--- src/hdl/gradient_noise_3d_top_assert.svh ---
// assertion macros shared by the noise block
`ifndef GRADIENT_NOISE_3D_TOP_ASSERT_SVH
`define GRADIENT_NOISE_3D_TOP_ASSERT_SVH

// property must hold on every clock edge outside reset
`define GN_ASSERT_ALWAYS(lbl, clk, rst_n, prop) \
    lbl: assert property (@(posedge clk) disable iff (!rst_n) (prop)) \
        else $error("assertion failed");

// antecedent implies consequent on the next edge
`define GN_ASSERT_NEXT(lbl, clk, rst_n, ante, cons) \
    lbl: assert property (@(posedge clk) disable iff (!rst_n) (ante) |=> (cons)) \
        else $error("assertion failed");

`endif

--- src/hdl/gn3_pkg.sv ---
`default_nettype none
package gn3_pkg;
    localparam int QUEUE_DEPTH = 4;
    localparam int QUEUE_AW    = 2;

    // request carried from front to back
    typedef struct packed {
        logic [7:0] cx;
        logic [7:0] cy;
        logic [7:0] cz;
        logic [23:0] fx;
        logic [23:0] fy;
        logic [23:0] fz;
    } t_cell_req;

    function automatic logic [7:0] perm(input logic [7:0] a);
        logic [7:0] r;
        case (a)
            8'd0: r=8'd151; 8'd1: r=8'd160; 8'd2: r=8'd137; 8'd3: r=8'd91;
            8'd4: r=8'd90; 8'd5: r=8'd15; 8'd6: r=8'd131; 8'd7: r=8'd13;
            8'd8: r=8'd201; 8'd9: r=8'd95; 8'd10: r=8'd96; 8'd11: r=8'd53;
            8'd12: r=8'd194; 8'd13: r=8'd233; 8'd14: r=8'd7; 8'd15: r=8'd225;
            8'd16: r=8'd140; 8'd17: r=8'd36; 8'd18: r=8'd103; 8'd19: r=8'd30;
            8'd20: r=8'd69; 8'd21: r=8'd142; 8'd22: r=8'd8; 8'd23: r=8'd99;
            8'd24: r=8'd37; 8'd25: r=8'd240; 8'd26: r=8'd21; 8'd27: r=8'd10;
            8'd28: r=8'd23; 8'd29: r=8'd190; 8'd30: r=8'd6; 8'd31: r=8'd148;
            8'd32: r=8'd247; 8'd33: r=8'd120; 8'd34: r=8'd234; 8'd35: r=8'd75;
            8'd36: r=8'd0; 8'd37: r=8'd26; 8'd38: r=8'd197; 8'd39: r=8'd62;
            8'd40: r=8'd94; 8'd41: r=8'd252; 8'd42: r=8'd219; 8'd43: r=8'd203;
            8'd44: r=8'd117; 8'd45: r=8'd35; 8'd46: r=8'd11; 8'd47: r=8'd32;
            8'd48: r=8'd57; 8'd49: r=8'd177; 8'd50: r=8'd33; 8'd51: r=8'd88;
            8'd52: r=8'd237; 8'd53: r=8'd149; 8'd54: r=8'd56; 8'd55: r=8'd87;
            8'd56: r=8'd174; 8'd57: r=8'd20; 8'd58: r=8'd125; 8'd59: r=8'd136;
            8'd60: r=8'd171; 8'd61: r=8'd168; 8'd62: r=8'd68; 8'd63: r=8'd175;
            8'd64: r=8'd74; 8'd65: r=8'd165; 8'd66: r=8'd71; 8'd67: r=8'd134;
            8'd68: r=8'd139; 8'd69: r=8'd48; 8'd70: r=8'd27; 8'd71: r=8'd166;
            8'd72: r=8'd77; 8'd73: r=8'd146; 8'd74: r=8'd158; 8'd75: r=8'd231;
            8'd76: r=8'd83; 8'd77: r=8'd111; 8'd78: r=8'd229; 8'd79: r=8'd122;
            8'd80: r=8'd60; 8'd81: r=8'd211; 8'd82: r=8'd133; 8'd83: r=8'd230;
            8'd84: r=8'd220; 8'd85: r=8'd105; 8'd86: r=8'd92; 8'd87: r=8'd41;
            8'd88: r=8'd55; 8'd89: r=8'd46; 8'd90: r=8'd245; 8'd91: r=8'd40;
            8'd92: r=8'd244; 8'd93: r=8'd102; 8'd94: r=8'd143; 8'd95: r=8'd54;
            8'd96: r=8'd65; 8'd97: r=8'd25; 8'd98: r=8'd63; 8'd99: r=8'd161;
            8'd100: r=8'd1; 8'd101: r=8'd216; 8'd102: r=8'd80; 8'd103: r=8'd73;
            8'd104: r=8'd209; 8'd105: r=8'd76; 8'd106: r=8'd132; 8'd107: r=8'd187;
            8'd108: r=8'd208; 8'd109: r=8'd89; 8'd110: r=8'd18; 8'd111: r=8'd169;
            8'd112: r=8'd200; 8'd113: r=8'd196; 8'd114: r=8'd135; 8'd115: r=8'd130;
            8'd116: r=8'd116; 8'd117: r=8'd188; 8'd118: r=8'd159; 8'd119: r=8'd86;
            8'd120: r=8'd164; 8'd121: r=8'd100; 8'd122: r=8'd109; 8'd123: r=8'd198;
            8'd124: r=8'd173; 8'd125: r=8'd186; 8'd126: r=8'd3; 8'd127: r=8'd64;
            8'd128: r=8'd52; 8'd129: r=8'd217; 8'd130: r=8'd226; 8'd131: r=8'd250;
            8'd132: r=8'd124; 8'd133: r=8'd123; 8'd134: r=8'd5; 8'd135: r=8'd202;
            8'd136: r=8'd38; 8'd137: r=8'd147; 8'd138: r=8'd118; 8'd139: r=8'd126;
            8'd140: r=8'd255; 8'd141: r=8'd82; 8'd142: r=8'd85; 8'd143: r=8'd212;
            8'd144: r=8'd207; 8'd145: r=8'd206; 8'd146: r=8'd59; 8'd147: r=8'd227;
            8'd148: r=8'd47; 8'd149: r=8'd16; 8'd150: r=8'd58; 8'd151: r=8'd17;
            8'd152: r=8'd182; 8'd153: r=8'd189; 8'd154: r=8'd28; 8'd155: r=8'd42;
            8'd156: r=8'd223; 8'd157: r=8'd183; 8'd158: r=8'd170; 8'd159: r=8'd213;
            8'd160: r=8'd119; 8'd161: r=8'd248; 8'd162: r=8'd152; 8'd163: r=8'd2;
            8'd164: r=8'd44; 8'd165: r=8'd154; 8'd166: r=8'd163; 8'd167: r=8'd70;
            8'd168: r=8'd221; 8'd169: r=8'd153; 8'd170: r=8'd101; 8'd171: r=8'd155;
            8'd172: r=8'd167; 8'd173: r=8'd43; 8'd174: r=8'd172; 8'd175: r=8'd9;
            8'd176: r=8'd129; 8'd177: r=8'd22; 8'd178: r=8'd39; 8'd179: r=8'd253;
            8'd180: r=8'd19; 8'd181: r=8'd98; 8'd182: r=8'd108; 8'd183: r=8'd110;
            8'd184: r=8'd79; 8'd185: r=8'd113; 8'd186: r=8'd224; 8'd187: r=8'd232;
            8'd188: r=8'd178; 8'd189: r=8'd185; 8'd190: r=8'd112; 8'd191: r=8'd104;
            8'd192: r=8'd218; 8'd193: r=8'd246; 8'd194: r=8'd97; 8'd195: r=8'd228;
            8'd196: r=8'd251; 8'd197: r=8'd34; 8'd198: r=8'd242; 8'd199: r=8'd193;
            8'd200: r=8'd238; 8'd201: r=8'd210; 8'd202: r=8'd144; 8'd203: r=8'd12;
            8'd204: r=8'd191; 8'd205: r=8'd179; 8'd206: r=8'd162; 8'd207: r=8'd241;
            8'd208: r=8'd81; 8'd209: r=8'd51; 8'd210: r=8'd145; 8'd211: r=8'd235;
            8'd212: r=8'd249; 8'd213: r=8'd14; 8'd214: r=8'd239; 8'd215: r=8'd107;
            8'd216: r=8'd49; 8'd217: r=8'd192; 8'd218: r=8'd214; 8'd219: r=8'd31;
            8'd220: r=8'd181; 8'd221: r=8'd199; 8'd222: r=8'd106; 8'd223: r=8'd157;
            8'd224: r=8'd184; 8'd225: r=8'd84; 8'd226: r=8'd204; 8'd227: r=8'd176;
            8'd228: r=8'd115; 8'd229: r=8'd121; 8'd230: r=8'd50; 8'd231: r=8'd45;
            8'd232: r=8'd127; 8'd233: r=8'd4; 8'd234: r=8'd150; 8'd235: r=8'd254;
            8'd236: r=8'd138; 8'd237: r=8'd236; 8'd238: r=8'd205; 8'd239: r=8'd93;
            8'd240: r=8'd222; 8'd241: r=8'd114; 8'd242: r=8'd67; 8'd243: r=8'd29;
            8'd244: r=8'd24; 8'd245: r=8'd72; 8'd246: r=8'd243; 8'd247: r=8'd141;
            8'd248: r=8'd128; 8'd249: r=8'd195; 8'd250: r=8'd78; 8'd251: r=8'd66;
            8'd252: r=8'd215; 8'd253: r=8'd61; 8'd254: r=8'd156; default: r=8'd180;
        endcase
        return r;
    endfunction

    // hash mod 12 via reciprocal multiply, exact for all 8-bit hashes
    function automatic logic [3:0] mod12(input logic [7:0] h);
        logic [15:0] pr;
        logic [7:0]  q;
        pr = 16'(h) * 16'd171;
        q  = 8'(pr >> 11);
        return 4'(h - 8'(q * 8'd12));
    endfunction
endpackage
`default_nettype wire

--- src/hdl/gn3_queue.sv ---
`default_nettype none
module gn3_queue
    import gn3_pkg::*;
(
    input  wire logic      i_clk,
    input  wire logic      i_rst_n,
    input  wire logic      i_push,
    input  wire t_cell_req i_data,
    output logic           o_full,
    input  wire logic      i_pop,
    output logic           o_empty,
    output t_cell_req      o_data
);
    t_cell_req r_mem [QUEUE_DEPTH];
    logic [QUEUE_AW-1:0] r_wp, r_rp;
    logic [QUEUE_AW:0]   r_cnt;

    assign o_full  = (r_cnt == (QUEUE_AW+1)'(QUEUE_DEPTH));
    assign o_empty = (r_cnt == '0);
    assign o_data  = r_mem[r_rp];

    // storage
    always_ff @(posedge i_clk) begin
        if (i_push) r_mem[r_wp] <= i_data;
    end

    // pointers and fill count
    always_ff @(posedge i_clk) begin
        if (!i_rst_n) begin
            r_wp <= '0; r_rp <= '0; r_cnt <= '0;
        end else begin
            if (i_push) r_wp <= r_wp + 1'b1;
            if (i_pop)  r_rp <= r_rp + 1'b1;
            r_cnt <= r_cnt + (QUEUE_AW+1)'(i_push) - (QUEUE_AW+1)'(i_pop);
        end
    end
endmodule
`default_nettype wire

--- config.mk ---
export PLATFORM = sky130hd
export DESIGN_NAME = gn3_queue
export DESIGN_NICKNAME = d
export VERILOG_FILES = /design/src/hdl/gradient_noise_3d_top_assert.svh /design/src/hdl/gn3_pkg.sv /design/src/hdl/gn3_queue.sv
export SDC_FILE = /design/constraint.sdc
export NUM_CORES = 1
export LEC_CHECK = 0
export ABC_AREA = 1
export BUFFER_PORTS_ARGS = -buffer_cell sky130_fd_sc_hd__clkbuf_2
export CORE_AREA = 2 2 256 258
export CTS_BUF_LIST = sky130_fd_sc_hd__clkbuf_4
export DETAILED_ROUTE_END_ITERATION = 12
export DIE_AREA = 0 0 258 260
export HOLD_SLACK_MARGIN = 0.15
export PLACE_DENSITY_LB_ADDON = 0.3
export REMOVE_ABC_BUFFERS = 1
export SETUP_SLACK_MARGIN = 0.5
export SYNTH_ARGS = -nofsm -noshare
export SYNTH_HDL_FRONTEND = slang
export SYNTH_SLANG_ARGS = --single-unit
--- constraint.sdc ---
create_clock -name i_clk -period 3.73 [get_ports i_clk]
set_clock_uncertainty 0.05 [all_clocks]
set_input_delay 0.746 -clock i_clk [delete_from_list [all_inputs] [get_ports i_clk]]
set_output_delay 0.746 -clock i_clk [all_outputs]
set_load 0.01 [all_outputs]
# After elaboration in Yosys (flattened, before gate mapping)

Memory sizes are Yosys's and may differ from the RTL's. A register that Yosys moved wholly into a read port is not among the register bits.
Index checks and enable logic that the tools add are counted.

Add/subtract/negate cells: 4
Equal/unequal tests: 1
Mux-type cells: 4
Reduce and logical (&&, ||, !) cells: 1

Operator list:

| cell                                        | count |
|---|---|
| adder 2 x 1 -> 2 bit, second input constant | 2 |
| two-way mux 2 bit                           | 2 |
| adder 3 x 1 -> 3 bit                        | 1 |
| == test 3 bit, second input constant        | 1 |
| zero test 3 bit                             | 1 |
| subtractor 3 x 1 -> 3 bit                   | 1 |
| two-way mux 1 bit                           | 2 |

Bits in registers: 7
Memory bits (writable): 384
Input port bits: 100
Word-level logic and storage cells: 14
Memories kept: 1

Memories:

| memory | words | bits a word | rd ports | clocked after Yosys merged registers in | wr ports | line            | RTL |
|---|---|---|---|---|---|---|---|
| r_mem  | 4     | 96          | 1        | 1                                       | 1        | gn3_queue.sv:14 | `t_cell_req r_mem [QUEUE_DEPTH];` |

# Depth between registers and ports, before layout

Depth in word-level cells: 3
Gate-level depth with buffers: 8

# Least setup slack after synthesis

No wires, ideal clock.

Path type: input -> register
Start: input i_push
End: memory r_mem[2][0] (netlist bit) (enable)
Arrival time: 2.635 ns
Data required time: 3.230 ns
Setup slack: 0.596 ns
Cell stages on the path: 2
Path through: nand2_1 > inv_1

Cells in the longest elaborated chain, start to end: 2

Ends and longest elaborated chain:

| element                                 | line            | RTL |
|---|---|---|
| from (decl)                             | gn3_queue.sv:7  | `input wire logic i_push,` |
| two-way mux 1 bit                       | gn3_queue.sv:24 | `if (i_push) r_mem[r_wp] <= i_data;` |
| two-way mux 1 bit (not written as such) | gn3_queue.sv:24 |  |
| to (decl)                               | gn3_queue.sv:14 |  |

Every way passes these cells.

==> results.cfg <==
[final_layout]
post_route_cells_drive_above_1_share_pct = 29.8
fin_nets = 1659
fillCellCount = 6398
synthToLayoutAreaGrowth_pct = 27.7
final_cell_count_no_fill = 2497

[floorplan]
starting_utilization_of_the_core_area_pct = 24.9
die_span_in_x_um = 258
floorplan.io_pins = 198
core_region_area_mm2 = 0.0641
row_count = 93
die_y_um = 260
fp.dieArea_mm2 = 0.0671

[routing]
drt-total-wl_mm = 34.2
routed-via-count = 9979
final_antenna_net_count = 0
vias_per_cell = 4.00
detail_route.first_pass.iterations = 5
initialDrtViolationCount = 478
drc_errors = 0
drt-wirelength-per-cell_um = 13.7

[sta]
final-max-slew-violation-count = 0
unrepaired_setup_endpoints_after_global_routing = yes
setup_viol_count_final = 0
final-hold-violation-count = 0
slew_at_the_pin_with_the_worst_max_slew_slack_ns = 0.698
finalWorstPathRequiredPeriod_ns = 3.01
final_min_period_over_clock_period_pct = 80.8
max_frequency_ghz = 0.332
slew_hr_pct = 53.4

[clock_network]
clock_sinks = 393
cts_buffer_depth = 3
clk_transition_reported_paths_ns = 0.06
tritoncts = yes
clock_insertion_delay_worst_skew_ns = 0.80
tritoncts.num_buffers = 107
cts-root-buf = clkbuf_4
cts_max_level = 3

[critical_path]
worst_r2r_endpoint = r_mem[3][50]
worst-path-buf-inv = 2
slowest_stage = dfxtp_4
data_arrival_time_of_the_critical_path_ns = 2.22
slowest_delay_ns = 0.50
crit_path_max_fanout = 60
timing_worst_setup_path_type = register to primary output
critical_path.cell_chain = buf_12 > a21oi_1 > o21ai_0 > nand2_1 > clkbuf_2
ff2ff_setup_slack_ns = 1.88
required_ns = 2.93
type_of_element_capturing_the_critical_path = primary output
timing.critical_path.max_delay_family = flip-flops
reg2regPathDepth = 4
critPathLaunchType = register
critical_r2r_launch = r_wp[0]

[grt]
initial_antenna_violation_count = 5
grt_pass1_vias = 10186
grt_pass1_wl_mm = 53.6
groute.usage.overall_pct = 10.3
grt_start_max_net_pins = 89
gr-total-overflow = 0

[yosys]
synth.yosys.warnings = 0
synth_sequential_area_ratio_pct = 73.5
synthDistinctLibCells = 20
synthCells = 1175
postSynthRegisterBits = 393
syn_area_mm2 = 0.0159
synthesis.area_per_instance_um2 = 13.6

[placed_design]
gpl.final_weighted_congestion = 0.719
dpl.hpwl_mm = 19.7
numPortBuffers = 197
numPlacedInstances = 2190

[pwr]
swShare_pct = 24.5
netsw_mw = 2.46
intPower_mw = 7.58
p_total_mw = 10.0
power.clock.fraction_pct = 38.2
combinational_cell_fraction_of_total_power_pct = 11.0
p_per_area_mw_per_mm2 = 494
seqPwrFrac_pct = 50.8
ir_drop_uv = 225
static-leakage-power_nw = 7.92

[worst_hold_path]
worst_hold_startpoint = r_rp[1]
min_path_type = register to register
hold_depth = 2

[run_status]
status = completed

[run]
cap_viol_max_count = 0
worst max-delay path by stage:
| stage | startpoint | end | slack [ns] | cells past startpoint |
|---|---|---|---|---|
| 6_report | register | o_data[4] | 0.72 | 5 |
| 5_1_grt | register | o_data[90] | 0.48 | 5 |
| 4_1_cts | register | o_data[4] | 0.56 | 5 |
| 3_5_place_dp | register | o_data[83] | 1.26 | 6 |
| 3_3_place_gp | register | o_data[83] | 1.25 | 6 |
| 2_1_floorplan | register | o_data[2] | -5.79 | 2 |
layer usage:
| metal | GRT usage (%) | wire (um) | share of wire (%) | vias up |
|---|---|---|---|---|
| met5 | 0 | 13 | 0.038 | - |
| met4 | 4.77 | 809 | 2.4 | 2 |
| met2 | 16.7 | 16300 | 48 | 254 |
| met3 | 3.12 | 2300 | 6.7 | 65 |
| met1 | 12.5 | 14800 | 43 | 4720 |
| li1 | - | - | - | 4938 |
power groups by stage:
stage / sequential (mW) / clock (mW) / combinational [mW]
floorplan: 5.30 / 0 / 0.531
global placement: 5.20 / 0 / 0.995
detailed placement: 5.21 / 0 / 1.01
CTS: 5.10 / 4.04 / 1.13
global route: 5.12 / 4.25 / 1.23
finish: 5.10 / 3.84 / 1.10
sequential cells by signal (all words and copies together) (netlist names), named ones only:
| register | count |
|---|---|
| r_rp | 2 |
| r_wp | 2 |
| r_cnt | 3 |
| r_mem | 384 |
cell type report:
cell class / count / area [um^2] / share of cell area, %
Antenna cell: 4 / 10.0 / 0.0492
Clock buffer: 161 / 1210 / 5.94
Clock inverter: 34 / 196 / 0.965
Inverter: 207 / 787 / 3.87
Multi-Input combinational cell: 511 / 2900 / 14.3
Sequential cell: 393 / 11700 / 57.6
Tap cell: 855 / 1070 / 5.26
Timing Repair Buffer: 332 / 2460 / 12.1
timing repair:
| item | CTS | global route |
|---|---|---|
| endpoints found under the setup margin | 85 | 2 |
| cloned | 0 | 1 |
| setup buffers | 7 | 0 |
| gates resized for setup | 0 | 1 |
| endpoints found under the hold margin | 393 | 0 |
| hold buffers | 100 | 0 |
cell usage in the layout (no fill, tap or decap), drive strengths merged, types with 9 or more instances in the layout:
cell type	count
edfxtp	384
clkbuf	359
inv	208
nand2	202
a21oi	102
dlygate4sd3	100
o21ai	100
o211ai	96
buf	34
clkinv	29
dfxtp	9
synth_stat cells:
cell type	number	area share [%]
edfxtp_1	384	72
inv_1	207	4.9
nand2_1	202	4.8
o211ai_1	96	4.5
o21ai_1	88	2.8
a21oi_2	80	4.4
buf_2	23	0.72
a21oi_1	22	0.69
buf_4	16	0.75
buf_6	15	1.1
o21ai_0	12	0.38
dfxtp_1	9	1.1
buf_8	8	0.75
ha_1	6	0.47
nor2_1	2	0.047
buf_12	1	0.13
clkbuf_1	1	0.024
fa_1	1	0.13
nand3_1	1	0.031
nor3_1	1	0.031
through the flow:
step / TNS (ns) / instance area [um^2] / hold slack, ns / worst slack (ns) / utilization [%]
final: 0 / 20400 / 0.426 / 0.717 / 31.7
after global routing: 0 / 20400 / 0.458 / 0.482 / 31.7
after CTS: 0 / 20300 / 0.418 / 0.557 / 31.7
after detailed placement: 0 / 17800 / 0.406 / 1.26 / 27.8
after global placement: 0 / 17800 / 0.396 / 1.25 / 27.8
after floorplan: -540.97 / 15400 / 0.386 / -5.79 / -
kinds of logic (layout without fill, tap and decap cells):
family / count (synthesis) / in the layout / synth area share, %
compound gates: 298 / 298 / 12.7
other cells: 0 / 4 / 0
flops: 393 / 393 / 73.5
simple gates: 206 / 206 / 4.87
buf+inv: 271 / 734 / 8.31
fa+ha+maj: 7 / 7 / 0.597
worst register-to-register path, cell delays in order, from the launching register on:
cell and delay (ns):
dfxtp_1 0.35, ha_1 0.15, nand2_1 0.08, inv_4 0.49
buf_12 0.33
Note: power is estimated with default switching activity, not from simulation.
